===== src/pvrl_pkg.sv =====
// Shared types, register codes and helpers for the velocity ramp limiter.
package pvrl_pkg;

  localparam int NUM_PT_REGS = 6;

  // Configuration register indexes
  localparam logic [2:0] REG_PT_ZERO  = 3'd0;
  localparam logic [2:0] REG_PTS_USED = 3'd6;
  localparam logic [2:0] REG_REVERSE  = 3'd7;

  // Reset value of each ramp point register: {threshold, acceleration}
  localparam logic [31:0] PT_DEFAULT [NUM_PT_REGS] = '{
    32'hFFFF01F4, 32'h00640050, 32'h012C0046,
    32'h04B0003C, 32'h0960003C, 32'h0BB8001E
  };

  localparam logic [2:0] PTS_USED_RESET = 3'd6;

  typedef enum logic [1:0] {
    ST_IDLE,
    ST_SCAN,
    ST_CALC,
    ST_FINAL
  } pvrl_state_t;

  // Controller to datapath
  typedef struct packed {
    logic load;
    logic scan_step;
    logic calc;
    logic out_load;
  } pvrl_cmd_t;

  // Datapath to controller
  typedef struct packed {
    logic scan_done;
    logic out_free;
  } pvrl_stat_t;

  // Negation that maps the most negative value to the most positive one
  function automatic logic signed [15:0] sat_neg(input logic signed [15:0] v);
    logic signed [15:0] r;
    if (v == 16'sh8000) begin
      r = 16'sh7FFF;
    end else begin
      r = -v;
    end
    return r;
  endfunction

endpackage


===== src/pvrl_regs.sv =====
// Configuration registers: ramp point table, points in use and direction.
module pvrl_regs #(
  parameter int RAMP_POINTS = 6,
  parameter int IX_W = 3
) (
  input  logic              clk,
  input  logic              rst,
  input  logic              cfg_valid,
  input  logic              cfg_ready,
  input  logic [2:0]        cfg_index,
  input  logic [31:0]       cfg_data,
  input  logic [IX_W-1:0]   pt_ix,
  output logic [31:0]       pt_sel,
  output logic [IX_W-1:0]   pt_last,
  output logic              reverse
);
  import pvrl_pkg::*;

  localparam logic [4:0] NPTS = 5'(RAMP_POINTS);

  logic [31:0] pts [RAMP_POINTS];
  logic [2:0]  pts_used;
  logic [4:0]  used_ext;
  logic [4:0]  used_lim;
  logic        wr;

  assign wr = cfg_valid && cfg_ready;

  // Point table; entries past the register list keep the last default
  always_ff @(posedge clk) begin
    for (int i = 0; i < RAMP_POINTS; i++) begin
      if (rst) begin
        pts[i] <= PT_DEFAULT[(i < NUM_PT_REGS) ? i : NUM_PT_REGS - 1];
      end else if (wr && i < NUM_PT_REGS && 32'(cfg_index) == i) begin
        pts[i] <= cfg_data;
      end
    end
  end

  // Scalar registers
  always_ff @(posedge clk) begin
    if (rst) begin
      pts_used <= PTS_USED_RESET;
      reverse  <= 1'b0;
    end else if (wr) begin
      unique case (cfg_index)
        REG_PTS_USED: pts_used <= cfg_data[2:0];
        REG_REVERSE:  reverse  <= cfg_data[0];
        default: ;
      endcase
    end
  end

  // Clamp points in use to 1..RAMP_POINTS, report last usable index
  always_comb begin
    used_ext = {2'b00, pts_used};
    if (used_ext == 5'd0) begin
      used_lim = 5'd1;
    end else if (used_ext > NPTS) begin
      used_lim = NPTS;
    end else begin
      used_lim = used_ext;
    end
  end

  assign pt_last = IX_W'(used_lim - 5'd1);
  assign pt_sel  = pts[pt_ix];

endmodule


===== src/pvrl_ctrl.sv =====
// Sequencer: accepts a transaction, walks the ramp scan, hands off the result.
module pvrl_ctrl (
  input  logic                  clk,
  input  logic                  rst,
  input  logic                  in_valid,
  input  logic                  func,
  output logic                  in_stall,
  input  pvrl_pkg::pvrl_stat_t  stat,
  output pvrl_pkg::pvrl_cmd_t   cmd
);
  import pvrl_pkg::*;

  pvrl_state_t state, state_next;

  always_ff @(posedge clk) begin
    if (rst) begin
      state <= ST_IDLE;
    end else begin
      state <= state_next;
    end
  end

  always_comb begin
    state_next = state;
    cmd        = '0;
    in_stall   = 1'b1;
    unique case (state)
      ST_IDLE: begin
        in_stall = 1'b0;
        if (in_valid) begin
          cmd.load   = 1'b1;
          // set-target goes straight to the report
          state_next = func ? ST_SCAN : ST_FINAL;
        end
      end
      ST_SCAN: begin
        if (stat.scan_done) begin
          state_next = ST_CALC;
        end else begin
          cmd.scan_step = 1'b1;
        end
      end
      ST_CALC: begin
        cmd.calc   = 1'b1;
        state_next = ST_FINAL;
      end
      ST_FINAL: begin
        if (stat.out_free) begin
          cmd.out_load = 1'b1;
          state_next   = ST_IDLE;
        end
      end
      default: state_next = ST_IDLE;
    endcase
  end

endmodule


===== src/pvrl_dp.sv =====
// Datapath: target and mode state, ramp scan, limited command and output register.
module pvrl_dp #(
  parameter int IX_W = 3
) (
  input  logic                  clk,
  input  logic                  rst,
  input  pvrl_pkg::pvrl_cmd_t   cmd,
  output pvrl_pkg::pvrl_stat_t  stat,
  input  logic                  func,
  input  logic signed [15:0]    target_speed,
  input  logic signed [15:0]    measured_speed,
  input  logic [31:0]           pt_sel,
  input  logic [IX_W-1:0]       pt_last,
  input  logic                  reverse,
  output logic [IX_W-1:0]       pt_ix,
  output logic                  out_valid,
  input  logic                  out_stall,
  output logic                  is_command,
  output logic                  velocity_mode,
  output logic signed [15:0]    speed_command
);
  import pvrl_pkg::*;

  logic               func_q;
  logic signed [15:0] stored_target;
  logic               mode_flag;
  logic signed [15:0] speed;
  logic signed [15:0] cmd_val;
  logic signed [15:0] thr;
  logic               above;
  logic signed [16:0] diff;
  logic signed [17:0] sum;
  logic signed [15:0] sum_sat;
  logic signed [15:0] limited;
  logic signed [15:0] final_cmd;

  function automatic logic signed [16:0] target_sext(input logic signed [15:0] v);
    return {v[15], v};
  endfunction

  // Target and mode: control state
  always_ff @(posedge clk) begin
    if (rst) begin
      stored_target <= '0;
      mode_flag     <= 1'b0;
    end else if (cmd.load && !func) begin
      stored_target <= target_speed;
      mode_flag     <= (target_speed != 16'sd0);
    end
  end

  // Capture of the incoming transaction, scan index
  always_ff @(posedge clk) begin
    if (cmd.load) begin
      func_q <= func;
      speed  <= reverse ? sat_neg(measured_speed) : measured_speed;
      pt_ix  <= '0;
    end else if (cmd.scan_step) begin
      pt_ix <= pt_ix + IX_W'(1);
    end
  end

  // One ramp point compared per cycle
  assign thr   = $signed(pt_sel[31:16]);
  assign above = speed > thr;
  assign stat.scan_done = (pt_ix == pt_last) || !above;

  // Acceleration limit with the selected point
  always_comb begin
    diff    = 17'(target_sext(stored_target)) - 17'(target_sext(speed));
    sum     = 18'(speed) + $signed({2'b00, pt_sel[15:0]});
    sum_sat = (sum > 18'sd32767) ? 16'sh7FFF : sum[15:0];
    if (stored_target > speed && diff > $signed({1'b0, pt_sel[15:0]})) begin
      limited = sum_sat;
    end else begin
      limited = stored_target;
    end
  end

  always_ff @(posedge clk) begin
    if (cmd.calc) begin
      cmd_val <= limited;
    end
  end

  assign final_cmd = reverse ? sat_neg(cmd_val) : cmd_val;

  // Output register: takes a result while the previous one leaves
  assign stat.out_free = !out_valid || !out_stall;

  always_ff @(posedge clk) begin
    if (rst) begin
      out_valid <= 1'b0;
    end else if (cmd.out_load) begin
      out_valid <= 1'b1;
    end else if (!out_stall) begin
      out_valid <= 1'b0;
    end
  end

  always_ff @(posedge clk) begin
    if (cmd.out_load) begin
      is_command    <= func_q;
      velocity_mode <= mode_flag;
      speed_command <= func_q ? final_cmd : 16'sd0;
    end
  end

endmodule


===== src/piecewise_velocity_ramp_limiter_core.sv =====
// Top level of the piecewise velocity ramp limiter.
// A set-target transaction (func 0) stores the target and returns a mode report
// (stopped for a zero target, velocity otherwise); the report is loaded into the
// output register from the final state once that register is free, and the next
// transaction can be taken once that load has happened.
// A tick transaction (func 1) scans the ramp table one point per cycle until it
// finds the first point whose threshold the measured speed does not exceed, or
// the last point in use, and then limits acceleration by that point; the limited
// command is registered in the calc state and loaded into the output register
// from the final state, after which the next transaction can be taken.
// One transaction is in work at a time; a finished result waits in the output
// register while the next transaction is accepted. Configuration writes are
// always taken and must only be issued while the block is idle.
module piecewise_velocity_ramp_limiter_core #(
  parameter int RAMP_POINTS = 6
) (
  input  logic               clk,
  input  logic               rst,
  // input channel
  input  logic               in_valid,
  output logic               in_stall,
  input  logic               func,
  input  logic signed [15:0] target_speed,
  input  logic signed [15:0] measured_speed,
  // output channel
  output logic               out_valid,
  input  logic               out_stall,
  output logic               is_command,
  output logic               velocity_mode,
  output logic signed [15:0] speed_command,
  // configuration writes
  input  logic               cfg_valid,
  output logic               cfg_ready,
  input  logic [2:0]         cfg_index,
  input  logic [31:0]        cfg_data
);
  import pvrl_pkg::*;

  localparam int IX_W = (RAMP_POINTS > 1) ? $clog2(RAMP_POINTS) : 1;

  pvrl_cmd_t        cmd;
  pvrl_stat_t       stat;
  logic [31:0]      pt_sel;
  logic [IX_W-1:0]  pt_last;
  logic [IX_W-1:0]  pt_ix;
  logic             reverse;

  assign cfg_ready = 1'b1;

  pvrl_regs #(
    .RAMP_POINTS (RAMP_POINTS),
    .IX_W        (IX_W)
  ) u_regs (
    .clk       (clk),
    .rst       (rst),
    .cfg_valid (cfg_valid),
    .cfg_ready (cfg_ready),
    .cfg_index (cfg_index),
    .cfg_data  (cfg_data),
    .pt_ix     (pt_ix),
    .pt_sel    (pt_sel),
    .pt_last   (pt_last),
    .reverse   (reverse)
  );

  pvrl_ctrl u_ctrl (
    .clk      (clk),
    .rst      (rst),
    .in_valid (in_valid),
    .func     (func),
    .in_stall (in_stall),
    .stat     (stat),
    .cmd      (cmd)
  );

  pvrl_dp #(
    .IX_W (IX_W)
  ) u_dp (
    .clk            (clk),
    .rst            (rst),
    .cmd            (cmd),
    .stat           (stat),
    .func           (func),
    .target_speed   (target_speed),
    .measured_speed (measured_speed),
    .pt_sel         (pt_sel),
    .pt_last        (pt_last),
    .reverse        (reverse),
    .pt_ix          (pt_ix),
    .out_valid      (out_valid),
    .out_stall      (out_stall),
    .is_command     (is_command),
    .velocity_mode  (velocity_mode),
    .speed_command  (speed_command)
  );

endmodule


===== config.mk =====
export PLATFORM = sky130hd
export DESIGN_NAME = piecewise_velocity_ramp_limiter_core
export DESIGN_NICKNAME = d
export VERILOG_FILES = /design/src/pvrl_pkg.sv /design/src/pvrl_regs.sv /design/src/pvrl_ctrl.sv /design/src/pvrl_dp.sv /design/src/piecewise_velocity_ramp_limiter_core.sv
export SDC_FILE = /design/constraint.sdc
export NUM_CORES = 1
export LEC_CHECK = 0
export BUFFER_PORTS_ARGS = -buffer_cell sky130_fd_sc_hd__buf_2
export CORE_AREA = 2 2 188 153
export CTS_CLUSTER_SIZE = 10
export DETAILED_ROUTE_END_ITERATION = 6
export DIE_AREA = 0 0 190 155
export PLACE_DENSITY = 0.84
export REMOVE_ABC_BUFFERS = 1
export SYNTH_ARGS = -nofsm -noshare
export SYNTH_HDL_FRONTEND = slang
export SYNTH_SLANG_ARGS = --single-unit

===== constraint.sdc =====
create_clock -name clk -period 5.5 [get_ports clk]
set_clock_uncertainty 0.05 [all_clocks]
set_input_delay 0.275 -clock clk [delete_from_list [all_inputs] [get_ports clk]]
set_output_delay 0.275 -clock clk [all_outputs]
set_load 0.005 [all_outputs]

Word-level counts from Yosys, hierarchy flattened --
Memories as Yosys holds them, arrays and structs flattened. A register that Yosys moved wholly into a read port is not among the register bits. Cells that the tools add are included.
Operators by class: add/sub/neg operators 6, bitwise operators 6, equal/unequal tests 17, muxes and demuxes 51, reduce and logical (&&, ||, !) cells 21, order comparisons 5
Operator list (number):
- $mux 32 | 6
- $mux 16 | 6
- $eq 16x16->1 const B | 2
- $gt 16x16->1 | 2
- $neg 16->16 | 2
- $mux 1 | 30
- $add 16x17->18 | 1
- $gt 18x16->1 const B | 1
- $gt 17x17->1 | 1
- $sub 16x16->17 | 1
- $reduce_bool 16->1 | 1
- $eq 3x3->1 const B | 4
- $mux 3 | 4
- $logic_and 1x1->1 | 8
- $mux 2 | 4
- $pmux 2 s4 | 1
- $eq 3x2->1 const B | 2
- $logic_not 3->1 | 2
- $ne 2x2->1 const B | 3
- $or 1x1->1 | 6
- $eq 2x2->1 const B | 2
- $logic_not 1->1 | 4
- $reduce_and 2->1 | 2
- $add 3x1->3 const B | 1
- other kinds (9) | 10
Word-level totals: memories 1, bits in writable memories 192, register bits 78, word-level logic and storage cells 120
Memory list:
- u_regs.pts | depth 6, bits a word 32, read ports 1, clocked after Yosys merged registers in 1, write ports 6, RTL line pvrl_regs.sv:21 | logic [31:0] pts [RAMP_POINTS];

Logic depth before layout (Yosys ltp) --
word-level depth 10, depth in mapped cells 20

By module --
Synthesis repeated with hierarchy kept, for this count alone.
Unflattened totals: cells, all modules 1264, area total of the unflattened synthesis 15204.6 µm²
Modules (own cells, without submodules):
- pvrl_regs | cells an instance 558, seq. area each 5845.6 µm², times used 1, area an instance 8976.1 µm²
- pvrl_dp | cells an instance 679, seq. area each 1951.9 µm², times used 1, area an instance 5989.5 µm²
- pvrl_ctrl | cells an instance 25, seq. area each 40.0 µm², times used 1, area an instance 227.7 µm²
- piecewise_velocity_ramp_limiter_core | cells an instance 2, seq. area each 0.0 µm², times used 1, area an instance 11.3 µm²

Worst setup path after synthesis --
OpenSTA, ideal clock, no wires.
path type flip-flop to flip-flop, start reg u_dp.speed[0], end reg u_dp.cmd_val[15] (data pin), data required time 5.194 ns, path buffers 1, clock period less this slack 4.107 ns, cell stages (with the launch flop) 19, data arrival time 3.801 ns, path slack 1.393 ns, cell sequence edfxtp_1 ha_1 fa_1 and2b_1 o2111ai_1 a311oi_1 nand3b_1 a31o_2 a21oi_1 xnor2_1 ha_1 a21o_1 a211oi_1 o21ai_0 a221oi_1 a2111oi_4 and2_0 clkbuf_2 a31o_2
Between the ends: longest elaborated chain between the ends 4, elaborated cells on any way between the ends 8, those cells by class 2 x add/sub; 3 x order compare; 2 x mux; 1 x reduce/logical
RTL lines:
- start: declaration | RTL line pvrl_dp.sv:27 | logic signed [15:0] speed;
- start signal: assignment | RTL line pvrl_dp.sv:56 | speed <= reverse ? sat_neg(measured_speed) : measured_speed;
- $add 16x17->18 / $sub 16x16->17 (equally long branches) | RTL line pvrl_dp.sv:71, pvrl_dp.sv:70
- $gt 18x16->1 / $gt 17x17->1 (equally long branches) | RTL line pvrl_dp.sv:72, pvrl_dp.sv:73
- $mux 16 / $logic_and 1x1->1 (equally long branches) | RTL line pvrl_dp.sv:72, pvrl_dp.sv:73
- $mux 16 (*) | RTL line pvrl_dp.sv:73 | if (stored_target > speed && diff > $signed({1'b0, pt_sel[15:0]})) begin
- net u_dp.limited[15] | RTL line pvrl_dp.sv:34 | logic signed [15:0] limited;
- end signal: assignment | RTL line pvrl_dp.sv:82 | cmd_val <= limited;
- end: declaration | RTL line pvrl_dp.sv:28 | logic signed [15:0] cmd_val;
Mark *: on every way through the listed nets, which the timed path passes. The rest lies on a longest branch. A chain may end at the register's enable or synchronous reset.

Worst setup path after layout --
start reg u_dp.speed[0], end reg u_dp.cmd_val[10] (data pin)
Same word-level chain as after synthesis.

==> Implementation_results.wiki <==
{| class="wikitable"
! Metric !! Value
|-
| Count of fill cells added during filler insertion || 2101
|-
| Synth cell count leaders || 243 x sky130_fd_sc_hd__edfxtp_1, 132 x sky130_fd_sc_hd__and2_1, 107 x sky130_fd_sc_hd__nand2_1
|-
| Number of distinct standard cells referenced by the synthesized netlist || 74
|-
| Post-Syn Area per Cell || 11.7 um^2
|-
| DR pass1 iterations || 5
|-
| Setup repair after global routing missed its margin || false
|-
| Worst skew pair latency || 0.57 ns
|-
| Period utilisation layout || 88.2%
|-
| Iteration-0 DRC Markers || 1182
|-
| Highest ir drop seen on vdd || 0.275 mV
|-
| Netlist area before placement || 15000 um^2
|-
| Hold Crit Class || in -> reg
|-
| Post-route ant nets || 0
|-
| First-pass GRT wire length || 58400 um
|-
| Static power due to leakage || 0.00665 uW
|-
| Seq/Total Area, Yosys || 52.7%
|-
| Die width || 190 um
|-
| Master of the slowest instance on the critical path || sky130_fd_sc_hd__edfxtp_1
|-
| Startpoint types || flop
|-
| Final cell count without fillers || 1824
|-
| Initial antenna violation count || 0
|-
| Initial standard-cell utilization of the core || 54.0%
|-
| CTS HTree Levels || 1
|-
| Yosys top cell by area || sky130_fd_sc_hd__edfxtp_1
|-
| Class of the most critical setup path || reg -> reg
|-
| Largest net degree at the start of global routing || 36
|-
| Avg WL per Cell || 20.5 um
|-
| Final core occ || 62.5%
|-
| Maximum Capacitance Violations || 0
|-
| Via/cell ratio || 5.89
|-
| Yosys warning total || 0
|-
| Number of flip-flops and latches in the synthesized netlist || 273
|-
| Power density over cell area || 420 nW/um^2
|-
| Total count of hold-check failures in the final report || 0
|-
| Total routed wirelength || 37400 um
|-
| Top-area cell type share of the netlist area || 48.7%
|-
| Fraction of synthesis flops using an asynchronous set or reset pin || 0%
|-
| Delay of the slowest cell on the worst path || 0.43 ns
|-
| Fmax || 0.206 GHz
|-
| Max-slew violation count || 0
|-
| Post-Syn Instances || 1285
|-
| Die area || 29500 um^2
|-
| Routability cong. || 0.951
|-
| Count of clock tree sinks || 273
|-
| Die boundary height || 155 um
|-
| Time the worst path needs with I/O delays and setup || 4.85 ns
|-
| Maximum net fanout on the critical path || 12
|-
| Post-layout nets || 1578
|-
| Required time reported for the critical path endpoint || 5.73 ns
|-
| Number of top-level pins || 94
|-
| Clk slew on worst S/H paths || 0.06 ns
|-
| Library cell with the highest instance count after synthesis || sky130_fd_sc_hd__edfxtp_1
|-
| Via count || 10700
|-
| Count of flip-flops with a built-in enable after synthesis || 243
|-
| Outcome || completed
|-
| Post-detailed-placement half-perimeter wirelength || 24900 um
|-
| Cell count of the worst reg-to-reg path || 18
|-
| Port Buffers || 92
|-
| Count of standard-cell rows || 55
|-
| Cell count after placement || 1715
|-
| CTS tree || done
|-
| Placement Cell Area || 15900 um^2
|-
| Final std cell area, no fill || 17300 um^2
|-
| Actual slew at the worst max-slew pin || 1.11 ns
|-
| Number of endpoints failing setup at the final stage || 0
|-
| Clock Tree Root || sky130_fd_sc_hd__clkbuf_16
|-
| Vias in the first global route || 10800
|-
| Area growth from synthesis to layout || 15.7%
|-
| Critical Path AT || 5.08 ns
|-
| Most common flop cell mapped by yosys || sky130_fd_sc_hd__edfxtp_1
|-
| Remaining Overflow, GRT || 0
|-
| Deepest clock path buffer count || 3
|-
| Series of cell instances along the critical path || ha_1 -> fa_1 -> and2b_1 -> o2111ai_1 -> a311oi_1 -> nand3b_1 -> a31o_2 -> a21oi_1 -> xnor2_1 -> ha_1 -> nand4_1 -> nor4_1 -> a311oi_1 -> o41ai_1 -> a2111oi_4 -> and2_0 -> buf_4 -> a31oi_1
|-
| Number of cells on the worst hold path || 2
|-
| ANT cells || 0
|-
| Area of the core || 27700 um^2
|-
| Worst rel slew slack || 25.3%
|-
| Share of cells above drive strength 1 || 14.3%
|-
| Cts bufs inserted || 31
|-
| Drc violations || 0
|-
| Cells resized by post-CTS repair || 0
|-
| Worst Setup End Kind || flop
|-
| Cell types with the largest area share after synthesis || sky130_fd_sc_hd__edfxtp_1 49%, sky130_fd_sc_hd__ha_1 6.2%, sky130_fd_sc_hd__and2_1 5.5%, sky130_fd_sc_hd__mux4_2 4.8%, sky130_fd_sc_hd__dfxtp_1 4.0%
|-
| Overall fraction of global-route tracks in use || 25.5%
|}
-- logic make-up (layout without fill, tap and decap cells) --
logic type / count (synthesis) / in the layout / synth area share, %
and+or+nand+nor: 446 / 446 / 16.4
DFF: 273 / 273 / 52.7
AOI/OAI and AO/OA: 252 / 252 / 11.1
buffers and inverters: 116 / 285 / 3.04
adders and majority gates: 76 / 76 / 6.45
muxes: 70 / 70 / 7.35
xor gates and xnor gates: 51 / 51 / 2.98
other: 1 / 1 / 0.0250
-- worst max-delay path, delay by kind of cell (launching register included) --
family	cells	cell delay, ns
AO/OA/AOI/OAI	8	1.72
AND/OR/NAND/NOR	5	0.97
adder cells (fa/ha/maj)	3	0.95
flip-flops	1	0.43
buffers and inverters	1	0.25
XOR/XNOR	1	0.21
-- per-stage QoR --
stage | setup slack (ns) | power, uW | hold WS [ns] | setup TNS [ns]
2_1_floorplan | -0.348 | 4610 | 0.294 | -5.48
3_3_place_gp | 0.878 | 5260 | 0.363 | 0
3_5_place_dp | 0.745 | 5370 | 0.381 | 0
4_1_cts | 0.734 | 7250 | 0.0000354 | 0
5_1_grt | 0.403 | 7660 | 0.0207 | 0
6_report | 0.647 | 7280 | 0.0134 | 0
-- final timing paths --
| check | from | end | slack, ns |
|---|---|---|---|
| hold reg to reg | u_dp.mode_flag | u_dp.velocity_mode | 0.40 |
| setup reg to reg | u_dp.speed[0] | u_dp.cmd_val[10] | 0.65 |
| hold / removal | cfg_data[15] | u_regs.pts[5][15] | 0.01 |
| setup / recovery | u_dp.speed[0] | u_dp.cmd_val[10] | 0.65 |
-- sequential cells by signal, summed over array words and instances, names as in the netlist, named ones only --
| register | flops |
|---|---|
| u_regs.pts_used | 3 |
| u_dp.cmd_val | 16 |
| u_dp.pt_ix | 3 |
| u_dp.stored_target | 16 |
| u_regs.reverse | 1 |
| u_regs.pts | 192 |
| u_dp.func_q | 1 |
| u_dp.out_valid | 1 |
| u_dp.mode_flag | 1 |
| u_dp.velocity_mode | 1 |
| u_ctrl.state | 2 |
| u_dp.speed_command | 16 |
| u_dp.speed | 16 |
| u_dp.is_command | 1 |
-- area by class of cell --
cell class | count | area, um^2 | area share [%]
well taps | 370 | 463 | 2.67
flip-flops and latches | 273 | 7900 | 45.6
multi-input cells | 896 | 6700 | 38.7
inverters | 60 | 225 | 1.30
repair buffers | 167 | 1150 | 6.64
clock inverters | 2 | 23.8 | 0.137
clock buffers | 56 | 870 | 5.02
-- power breakdown --
group / total (uW) / internal (uW) / switching, uW
Clock: 1860 / 1060 / 803
Sequential: 2740 / 2520 / 220
Combinational: 2670 / 1150 / 1520
Total: 7280 / 4730 / 2550
-- cells in the final DEF, fill, tap and decap left out, types with 9 or more instances in the layout --
cell                            synthesis  final
sky130_fd_sc_hd__a21o_1                35     35
sky130_fd_sc_hd__nor2b_1                9      9
sky130_fd_sc_hd__a21oi_1               64     64
sky130_fd_sc_hd__buf_2                  6     92
sky130_fd_sc_hd__xnor2_1               19     19
sky130_fd_sc_hd__nand3_1               13     13
sky130_fd_sc_hd__inv_1                 60     60
sky130_fd_sc_hd__buf_4                  1     24
sky130_fd_sc_hd__nor2_1                46     46
sky130_fd_sc_hd__dlygate4sd3_1          0     51
sky130_fd_sc_hd__a31oi_1               22     22
sky130_fd_sc_hd__nand2_1              107    107
sky130_fd_sc_hd__xor2_1                32     32
sky130_fd_sc_hd__nand2b_1              71     71
sky130_fd_sc_hd__o21ai_0               49     45
sky130_fd_sc_hd__clkbuf_1              40     25
sky130_fd_sc_hd__nor3_1                13      9
sky130_fd_sc_hd__and2_1               132    132
sky130_fd_sc_hd__a21boi_0              17     16
sky130_fd_sc_hd__mux2i_1               38     38
sky130_fd_sc_hd__mux4_2                32     32
sky130_fd_sc_hd__edfxtp_1             243    243
sky130_fd_sc_hd__ha_1                  74     74
sky130_fd_sc_hd__dfxtp_1               30     28
sky130_fd_sc_hd__clkbuf_16              0     31
-- per-layer routing --
layer / vias to the layer above / part of all wire [%] / global-route usage (%)
met3: 52 / 7.4 / 3.97
met5: - / 0 / 0
li1: 4984 / - / -
met1: 5263 / 42 / 35.4
met2: 445 / 48 / 42.4
met4: 0 / 2.2 / 6.13
-- timing repair --
item / CTS / global route
hold endpoints to repair: 131 / 0
hold buffers: 51 / 0
setup buffers: 0 / 0
(Power assumes the default switching activity.)
